[config.mk]
export PLATFORM = sky130hd
export DESIGN_NAME = text_line_editor_stack
export DESIGN_NICKNAME = d
export VERILOG_FILES = /design/src/rtl/core/tles_pkg.sv /design/src/rtl/core/text_line_editor_stack.sv /design/src/rtl/core/tles_front.sv /design/src/rtl/core/tles_fifo.sv /design/src/rtl/core/tles_back.sv
export SDC_FILE = /design/constraint.sdc
export NUM_CORES = 1
export LEC_CHECK = 0
export BUFFER_PORTS_ARGS = -buffer_cell sky130_fd_sc_hd__buf_2
export CAP_MARGIN = 15
export CELL_PAD_IN_SITES_DETAIL_PLACEMENT = 0
export CELL_PAD_IN_SITES_GLOBAL_PLACEMENT = 1
export CORE_UTILIZATION = 40
export CTS_CLUSTER_DIAMETER = 40
export DETAILED_ROUTE_END_ITERATION = 10
export GPL_ROUTABILITY_DRIVEN = 0
export PLACE_DENSITY_LB_ADDON = 0.1
export SKIP_LAST_GASP = 1
export SLEW_MARGIN = 40
export SYNTH_ARGS = -nofsm -noshare
export SYNTH_HDL_FRONTEND = slang
export SYNTH_SLANG_ARGS = --single-unit
export TNS_END_PERCENT = 100
[constraint.sdc]
create_clock -name i_clk -period 8.7 [get_ports i_clk]
set_input_delay 1.74 -clock i_clk [delete_from_list [all_inputs] [get_ports i_clk]]
set_output_delay 1.74 -clock i_clk [all_outputs]
set_load 0.1 [all_outputs]
[src/rtl/core/tles_pkg.sv]
`default_nettype none

package tles_pkg;

    // Register indexes on the configuration channel.
    localparam logic [2:0] CFG_ERASE      = 3'd0;
    localparam logic [2:0] CFG_KILL       = 3'd1;
    localparam logic [2:0] CFG_PRINT      = 3'd2;
    localparam logic [2:0] CFG_END        = 3'd3;
    localparam logic [2:0] CFG_WORD_ERASE = 3'd4;

    // Reset values of the control codes.
    localparam logic [7:0] RST_ERASE      = 8'd35;
    localparam logic [7:0] RST_KILL       = 8'd92;
    localparam logic [7:0] RST_PRINT      = 8'd42;
    localparam logic [7:0] RST_END        = 8'd126;
    localparam logic [7:0] RST_WORD_ERASE = 8'd36;

    localparam logic [7:0] CHAR_NL = 8'd10;
    localparam logic [7:0] CHAR_SP = 8'd32;

    typedef enum logic [2:0] {
        OP_STORE,
        OP_ERASE,
        OP_KILL,
        OP_PRINT,
        OP_END,
        OP_WERASE,
        OP_NOP
    } t_op;

    // One classified byte. The alternate op is what an erase turns into
    // when it meets an empty buffer.
    typedef struct packed {
        t_op        op;
        t_op        alt;
        logic [7:0] ch;
    } t_cmd;

endpackage

`default_nettype wire

[src/rtl/core/text_line_editor_stack.sv]
// Stack-based line editor. Text bytes enter on the s_axis channel, one byte per
// transaction. Control codes (erase, kill, print, end mark, word erase) are held
// in five 8-bit registers written over the configuration channel at indexes 0..4;
// writes to other indexes are accepted and ignored. Configuration must only be
// written while the block is idle.
// Emitted lines leave on the m_axis channel oldest byte first; the newline that
// closes a line carries tlast.
// A front stage classifies each byte against the control codes and pushes it into
// a two-entry command queue; the back stage owns the line buffer and executes.
// Ordinary bytes and single erases sustain one transaction per cycle while the
// back stage is idle. A flush reads each buffered byte through the registered
// read port of the line buffer, emits it, and then emits the newline; a word
// erase pops bytes until it has popped a space or the buffer is empty. The back
// stage takes no new command until either is done. When the receiver stalls,
// the output register holds its beat, the back stage waits, and the queue fills
// until s_axis_tready drops.
// Reset (synchronous, active low) empties the buffer and the queue and restores
// the default codes; the buffer contents themselves are not cleared.
`default_nettype none

module text_line_editor_stack
    import tles_pkg::*;
#(
    parameter int LINE_DEPTH = 32
) (
    input  wire logic       i_clk,
    input  wire logic       i_rst_n,
    input  wire logic       i_cfg_valid,
    output logic            o_cfg_ready,
    input  wire logic [2:0] i_cfg_index,
    input  wire logic [7:0] i_cfg_data,
    input  wire logic       s_axis_tvalid,
    output logic            s_axis_tready,
    input  wire logic [7:0] s_axis_tdata,   // [7:0] in_char
    output logic            m_axis_tvalid,
    input  wire logic       m_axis_tready,
    output logic [7:0]      m_axis_tdata,   // [7:0] out_char
    output logic            m_axis_tlast    // last
);

    logic w_push;
    logic w_full;
    logic w_q_valid;
    logic w_q_pop;
    t_cmd w_push_cmd;
    t_cmd w_q_cmd;

    // Front: configuration registers and byte classification.
    tles_front u_front (
        .i_clk         (i_clk),
        .i_rst_n       (i_rst_n),
        .i_cfg_valid   (i_cfg_valid),
        .o_cfg_ready   (o_cfg_ready),
        .i_cfg_index   (i_cfg_index),
        .i_cfg_data    (i_cfg_data),
        .s_axis_tvalid (s_axis_tvalid),
        .s_axis_tready (s_axis_tready),
        .s_axis_tdata  (s_axis_tdata),
        .i_full        (w_full),
        .o_push        (w_push),
        .o_cmd         (w_push_cmd)
    );

    // The queue lets the front keep taking bytes while the back is flushing.
    tles_fifo u_fifo (
        .i_clk   (i_clk),
        .i_rst_n (i_rst_n),
        .i_push  (w_push),
        .i_cmd   (w_push_cmd),
        .o_full  (w_full),
        .o_valid (w_q_valid),
        .o_cmd   (w_q_cmd),
        .i_pop   (w_q_pop)
    );

    // Back: line buffer, fill level and the output register.
    tles_back #(
        .LINE_DEPTH (LINE_DEPTH)
    ) u_back (
        .i_clk       (i_clk),
        .i_rst_n     (i_rst_n),
        .i_cmd_valid (w_q_valid),
        .i_cmd       (w_q_cmd),
        .o_cmd_ready (w_q_pop),
        .o_out_valid (m_axis_tvalid),
        .i_out_ready (m_axis_tready),
        .o_out_char  (m_axis_tdata),
        .o_out_last  (m_axis_tlast)
    );

endmodule

`default_nettype wire

[src/rtl/core/tles_front.sv]
`default_nettype none

module tles_front
    import tles_pkg::*;
(
    input  wire logic       i_clk,
    input  wire logic       i_rst_n,
    input  wire logic       i_cfg_valid,
    output logic            o_cfg_ready,
    input  wire logic [2:0] i_cfg_index,
    input  wire logic [7:0] i_cfg_data,
    input  wire logic       s_axis_tvalid,
    output logic            s_axis_tready,
    input  wire logic [7:0] s_axis_tdata,   // [7:0] in_char
    input  wire logic       i_full,
    output logic            o_push,
    output t_cmd            o_cmd
);

    logic [7:0] r_erase;
    logic [7:0] r_kill;
    logic [7:0] r_print;
    logic [7:0] r_end;
    logic [7:0] r_werase;
    logic [7:0] w_ch;
    t_op        w_alt;

    assign o_cfg_ready = 1'b1;

    always_ff @(posedge i_clk) begin
        if (!i_rst_n) begin
            r_erase  <= RST_ERASE;
            r_kill   <= RST_KILL;
            r_print  <= RST_PRINT;
            r_end    <= RST_END;
            r_werase <= RST_WORD_ERASE;
        end else if (i_cfg_valid) begin
            unique case (i_cfg_index)
                CFG_ERASE:      r_erase  <= i_cfg_data;
                CFG_KILL:       r_kill   <= i_cfg_data;
                CFG_PRINT:      r_print  <= i_cfg_data;
                CFG_END:        r_end    <= i_cfg_data;
                CFG_WORD_ERASE: r_werase <= i_cfg_data;
                default: ;
            endcase
        end
    end

    // A newline is handled as a space from here on.
    assign w_ch = (s_axis_tdata == CHAR_NL) ? CHAR_SP : s_axis_tdata;

    always_comb begin
        priority if (w_ch == r_kill)  w_alt = OP_KILL;
        else if (w_ch == r_print)     w_alt = OP_PRINT;
        else                          w_alt = OP_STORE;
    end

    always_comb begin
        o_cmd.ch  = w_ch;
        o_cmd.alt = w_alt;
        priority if (w_ch == r_end) begin
            o_cmd.op = OP_END;
        end else if (w_ch == r_werase) begin
            // A word-erase code of space stops before popping anything.
            o_cmd.op = (w_ch == CHAR_SP) ? OP_NOP : OP_WERASE;
        end else if (w_ch == r_erase) begin
            o_cmd.op = OP_ERASE;
        end else begin
            o_cmd.op = w_alt;
        end
    end

    assign s_axis_tready = !i_full;
    assign o_push        = s_axis_tvalid && !i_full;

endmodule

`default_nettype wire

[src/rtl/core/tles_fifo.sv]
`default_nettype none

module tles_fifo
    import tles_pkg::*;
(
    input  wire logic i_clk,
    input  wire logic i_rst_n,
    input  wire logic i_push,
    input  wire t_cmd i_cmd,
    output logic      o_full,
    output logic      o_valid,
    output t_cmd      o_cmd,
    input  wire logic i_pop
);

    t_cmd       r_mem [2];
    logic       r_wp;
    logic       r_rp;
    logic [1:0] r_cnt;
    logic       w_wr;
    logic       w_rd;

    assign o_full  = (r_cnt == 2'd2);
    assign o_valid = (r_cnt != 2'd0);
    assign o_cmd   = r_mem[r_rp];
    assign w_wr    = i_push && !o_full;
    assign w_rd    = i_pop && o_valid;

    always_ff @(posedge i_clk) begin
        if (w_wr) begin
            r_mem[r_wp] <= i_cmd;
        end
    end

    always_ff @(posedge i_clk) begin
        if (!i_rst_n) begin
            r_wp  <= 1'b0;
            r_rp  <= 1'b0;
            r_cnt <= 2'd0;
        end else begin
            if (w_wr) r_wp <= !r_wp;
            if (w_rd) r_rp <= !r_rp;
            r_cnt <= r_cnt + {1'b0, w_wr} - {1'b0, w_rd};
        end
    end

endmodule

`default_nettype wire

[src/rtl/core/tles_back.sv]
`default_nettype none

module tles_back
    import tles_pkg::*;
#(
    parameter int LINE_DEPTH = 32
) (
    input  wire logic       i_clk,
    input  wire logic       i_rst_n,
    input  wire logic       i_cmd_valid,
    input  wire t_cmd       i_cmd,
    output logic            o_cmd_ready,
    output logic            o_out_valid,
    input  wire logic       i_out_ready,
    output logic [7:0]      o_out_char,
    output logic            o_out_last
);

    localparam int AW = (LINE_DEPTH > 1) ? $clog2(LINE_DEPTH) : 1;
    localparam int CW = $clog2(LINE_DEPTH + 1);

    typedef enum logic [2:0] {
        S_IDLE,
        S_FL_READ,
        S_FL_EMIT,
        S_WE_READ,
        S_WE_CHK
    } t_state;

    t_state        r_state;
    logic [CW-1:0] r_fill;
    logic [CW-1:0] r_idx;
    logic          r_pend;
    logic [7:0]    r_ch;
    logic [7:0]    r_rd_data;
    logic          r_out_valid;
    logic [7:0]    r_out_char;
    logic          r_out_last;
    logic [7:0]    r_line [LINE_DEPTH];

    logic [CW-1:0] w_top;
    logic          w_full;
    logic          w_out_free;
    logic          w_take;
    t_op           w_op;
    logic          w_wr_en;
    logic [AW-1:0] w_wr_addr;
    logic [7:0]    w_wr_data;
    logic          w_rd_en;
    logic [AW-1:0] w_rd_addr;

    assign w_top       = r_fill - CW'(1);
    assign w_full      = (r_fill == CW'(LINE_DEPTH));
    assign w_out_free  = !r_out_valid || i_out_ready;
    assign o_cmd_ready = (r_state == S_IDLE);
    assign w_take      = o_cmd_ready && i_cmd_valid;
    assign w_op        = (i_cmd.op == OP_ERASE && r_fill == '0) ? i_cmd.alt : i_cmd.op;

    assign w_wr_en = (w_take && w_op == OP_STORE && !w_full)
                  || (r_state == S_FL_READ && r_idx == r_fill && w_out_free && r_pend);
    assign w_wr_addr = (r_state == S_IDLE) ? r_fill[AW-1:0] : '0;
    assign w_wr_data = (r_state == S_IDLE) ? i_cmd.ch : r_ch;

    assign w_rd_en = (r_state == S_FL_READ && r_idx != r_fill)
                  || (r_state == S_WE_READ && r_fill != '0);
    assign w_rd_addr = (r_state == S_FL_READ) ? r_idx[AW-1:0] : w_top[AW-1:0];

    always_ff @(posedge i_clk) begin
        if (w_wr_en) begin
            r_line[w_wr_addr] <= w_wr_data;
        end
        if (w_rd_en) begin
            r_rd_data <= r_line[w_rd_addr];
        end
    end

    always_ff @(posedge i_clk) begin
        if (!i_rst_n) begin
            r_state     <= S_IDLE;
            r_fill      <= '0;
            r_idx       <= '0;
            r_pend      <= 1'b0;
            r_out_valid <= 1'b0;
        end else begin
            if (i_out_ready) r_out_valid <= 1'b0;
            unique case (r_state)
                S_IDLE: begin
                    if (i_cmd_valid) begin
                        unique case (w_op)
                            OP_END: begin
                                if (r_fill != '0) begin
                                    r_idx   <= '0;
                                    r_pend  <= 1'b0;
                                    r_state <= S_FL_READ;
                                end
                            end
                            OP_WERASE: r_state <= S_WE_READ;
                            OP_ERASE:  r_fill  <= w_top;
                            OP_KILL:   r_fill  <= '0;
                            OP_PRINT: begin
                                r_idx   <= '0;
                                r_pend  <= 1'b0;
                                r_state <= S_FL_READ;
                            end
                            OP_STORE: begin
                                if (w_full) begin
                                    // Flush first; the byte is stored with the newline.
                                    r_idx   <= '0;
                                    r_pend  <= 1'b1;
                                    r_ch    <= i_cmd.ch;
                                    r_state <= S_FL_READ;
                                end else begin
                                    r_fill <= r_fill + CW'(1);
                                end
                            end
                            default: ;
                        endcase
                    end
                end
                S_FL_READ: begin
                    if (r_idx != r_fill) begin
                        r_state <= S_FL_EMIT;
                    end else if (w_out_free) begin
                        r_out_valid <= 1'b1;
                        r_out_char  <= CHAR_NL;
                        r_out_last  <= 1'b1;
                        r_fill      <= r_pend ? CW'(1) : '0;
                        r_state     <= S_IDLE;
                    end
                end
                S_FL_EMIT: begin
                    if (w_out_free) begin
                        r_out_valid <= 1'b1;
                        r_out_char  <= r_rd_data;
                        r_out_last  <= 1'b0;
                        r_idx       <= r_idx + CW'(1);
                        r_state     <= S_FL_READ;
                    end
                end
                S_WE_READ: begin
                    if (r_fill == '0) begin
                        r_state <= S_IDLE;
                    end else begin
                        r_fill  <= w_top;
                        r_state <= S_WE_CHK;
                    end
                end
                S_WE_CHK: begin
                    r_state <= (r_rd_data == CHAR_SP) ? S_IDLE : S_WE_READ;
                end
                default: r_state <= S_IDLE;
            endcase
        end
    end

    assign o_out_valid = r_out_valid;
    assign o_out_char  = r_out_char;
    assign o_out_last  = r_out_last;

endmodule

`default_nettype wire

==> results_dict.tcl <==
set metrics [dict create \
    power.share.sequential_pct 31.2 \
    floorplan.initialDensity_pct 40.6 \
    synth_cells 1368 \
    synth.top_cell.area_share_pct 55.7 \
    critPathMaxFanout 12 \
    fin_setup_tns_ps 0 \
    nets 1418 \
    p_clk_share_pct 27.1 \
    area_delta_synth_final_pct 14.7 \
    period_minus_slack_ps 4290 \
    core-area_um2 40800 \
    cts-htree-levels 2 \
    synthFlopType "edfxtp_1" \
    synth-edff-count 307 \
    cts_setup_buffers 0 \
    drtPass1Iterations 5 \
    vias 10873 \
    grt_util_all_layers_pct 21.7 \
    worstPathArrival_ps 4500 \
    cts-root-buf "clkbuf_16" \
    ctsResizeCount 0 \
    cp.required_ps 8910 \
    cts.path.max_buffers 3 \
    ys.warnings.count 0 \
    hp-class "flip-flop to flip-flop" \
    postCtsHoldBufs 0 \
    syn_area_um2 16600 \
    irDropWorstVdd_v 0.000264 \
    fillerInstances 3706 \
    post_dp_cell_area_um2 17200 \
    clock_sinks 369 \
    wl_um 44700 \
    syn-num-nets 1397 \
    cts_tree "yes" \
    numCtsBuffers 52 \
    ios 36 \
    p_leak_nw 6.46 \
    hold_depth 2 \
    antenna_cells 0 \
    clkTransAtPathRegs_ps 50 \
    slew_violations 0 \
    maxCapViolCount 0 \
    grt_pass1_vias 10631 \
    gr-total-overflow 0 \
    die_w_um 205 \
    grt_max_degree 73 \
    yosys-top-cells-count "edfxtp_1 (307), nand2_1 (211), a21oi_1 (111)" \
    p_switching_w 0.00321 \
    max_slew_margin_pct 45.1 \
    max_stage_delay_ps 860 \
    cp_num_cells 8 \
    skew_ps 21.3 \
    fmax_mhz 233 \
    dieArea_um2 42200 \
    crit_type "flip-flop to flip-flop" \
    die_y_um 205 \
    worstPathCellList "inv_1, ha_1, nor4b_2, o21ai_1, a221o_1, nor3_2, nand3_1, nor2_1" \
    async_reset_ff_share_pct 0 \
    antenna_found_initial 0 \
    cp-start-kind "flip-flop" \
    wl_per_cell_um 22.8 \
    intPower_w 0.00465 \
    combPwrFrac_pct 41.6 \
    setup_viol 0 \
    io_buffers 34 \
    layout-drive-gt1-share_pct 16.4 \
    endpoint_kind "flip-flop" \
    reg2reg_depth 8 \
    dp_hpwl_um 28700 \
    cp_top_family "simple AND/OR/NAND/NOR gates" \
    timing.final.crit_share_pct 49.3 \
    crit_path_top_delay_cell "nor2_1" \
    cp_num_buf_inv 1 \
    synth_area_leaders "edfxtp_1 (56%), dfxtp_1 (7.5%), nand2_1 (4.8%)" \
    drt_iter0_drc 711 \
    final_hold_viol_count 0 \
    drtAntennaViolNets 0 \
    ys_types 82 \
    finalInstanceArea_um2 19000 \
    ys_seq_area_share_pct 63.2 \
    pwr_density_cell_nw_per_um2 413 \
    fp-row-count 74 \
    worst_pin_slew_ps 821 \
    status "complete, no violations" \
    ys_ff_latch 369 \
    insertion_delay_ps 600 \
    rsz0062_at_grt "no" \
    grt_pass1_wl_um 67500 \
    syn_avg_cell_area_um2 12.1 \
    synth.largest_area_cell "edfxtp_1" \
    drc 0 \
    switching_share_pct 40.8 \
    synthMostInstantiatedCell "edfxtp_1" \
    vias_per_cell 5.54 \
]
[routing by layer]
metal,track usage (%),routed length (um),vias up
met5,0,0,-
met4,6.75,1060,0
met3,3.07,1790,61
met2,34.7,20800,245
met1,30.4,21100,5385
li1,-,-,5182
[registers in the layout, indices dropped and copies added (netlist names), 2 cells and up, named ones only]
signal             flops
u_front.r_print        8
u_fifo.r_mem          26
u_back.r_ch            8
u_back.r_state         3
u_front.r_kill         8
u_front.r_end          8
u_back.r_rd_data       8
u_front.r_erase        8
u_fifo.r_cnt           2
u_back.r_fill          6
u_front.r_werase       8
u_back.r_idx           6
u_back.r_line        256
u_back.o_out_char      8
[power by group through the flow]
stage          combinational [W]  sequential (W)  clock [W]
2_1_floorplan            0.00220         0.00243          0
3_3_place_gp             0.00324         0.00249          0
3_5_place_dp             0.00326         0.00249          0
4_1_cts                  0.00327         0.00245    0.00217
5_1_grt                  0.00354         0.00246    0.00223
6_report                 0.00327         0.00245    0.00213
[metrics by stage]
step	worst slack (ps)	std cells	utilization (%)	total power (W)	hold WS [ps]
after floorplan	4930	1368	-	0.00463	446
after global placement	4550	1867	42.0	0.00572	456
after detailed placement	4470	1867	42.1	0.00575	467
after CTS	4450	1963	46.5	0.00789	474
after global routing	4180	1963	46.5	0.00823	498
final	4410	1963	46.5	0.00785	473
[kinds of logic after synthesis]
group	count (synthesis)	synth area share, %
xor+xnor	47	2.49
fa+ha+maj	5	0.378
mux	97	6.18
other cells	1	0.0226
flops	369	63.2
buf+inv	107	3.04
compound gates	288	11.3
simple gates	454	13.4
[worst paths after layout]
check                           slack (ps)              endpoint               start
worst min-delay path                   470    u_front.r_print[0]  u_front.r_print[0]
worst min register to register         470    u_front.r_print[0]  u_front.r_print[0]
worst max register to register        4410  u_back.r_line[26][1]    u_back.r_fill[0]
worst max-delay path                  4410  u_back.r_line[26][1]    u_back.r_fill[0]
[tightest hold or removal path: stages, from the launching register on]
cell,delay [ps]
dfxtp_1,310
nand2_1,50
a21oi_1,60
[final cells by class]
class / count / area (um2) / area share, %
Sequential cell: 369 / 10500 / 55.1
Clock buffer: 55 / 1320 / 6.96
Timing Repair Buffer: 56 / 339 / 1.78
Multi-Input combinational cell: 892 / 5700 / 30.0
Inverter: 18 / 67.6 / 0.356
Clock inverter: 41 / 440 / 2.32
Tap cell: 532 / 666 / 3.50
[layout by cell type (no fill, tap or decap), types with 8 or more instances in the layout]
| master | instances |
|---|---|
| a211oi_1 | 30 |
| a21oi_1 | 110 |
| a22oi_1 | 14 |
| and3_1 | 15 |
| buf_2 | 34 |
| buf_4 | 21 |
| clkbuf_16 | 52 |
| clkinv_2 | 9 |
| clkinv_4 | 8 |
| dfxtp_1 | 61 |
| edfxtp_1 | 307 |
| inv_1 | 17 |
| mux2_2 | 42 |
| mux2i_1 | 55 |
| nand2_1 | 211 |
| nand2b_1 | 8 |
| nand3_1 | 38 |
| nand4_1 | 8 |
| nor2_1 | 49 |
| nor2_2 | 13 |
| nor2b_1 | 24 |
| nor3_1 | 25 |
| nor4_1 | 14 |
| o21ai_0 | 23 |
| o22ai_1 | 25 |
| o32ai_1 | 10 |
| xnor2_1 | 24 |
| xor2_1 | 23 |
(Power assumes the default switching activity.)
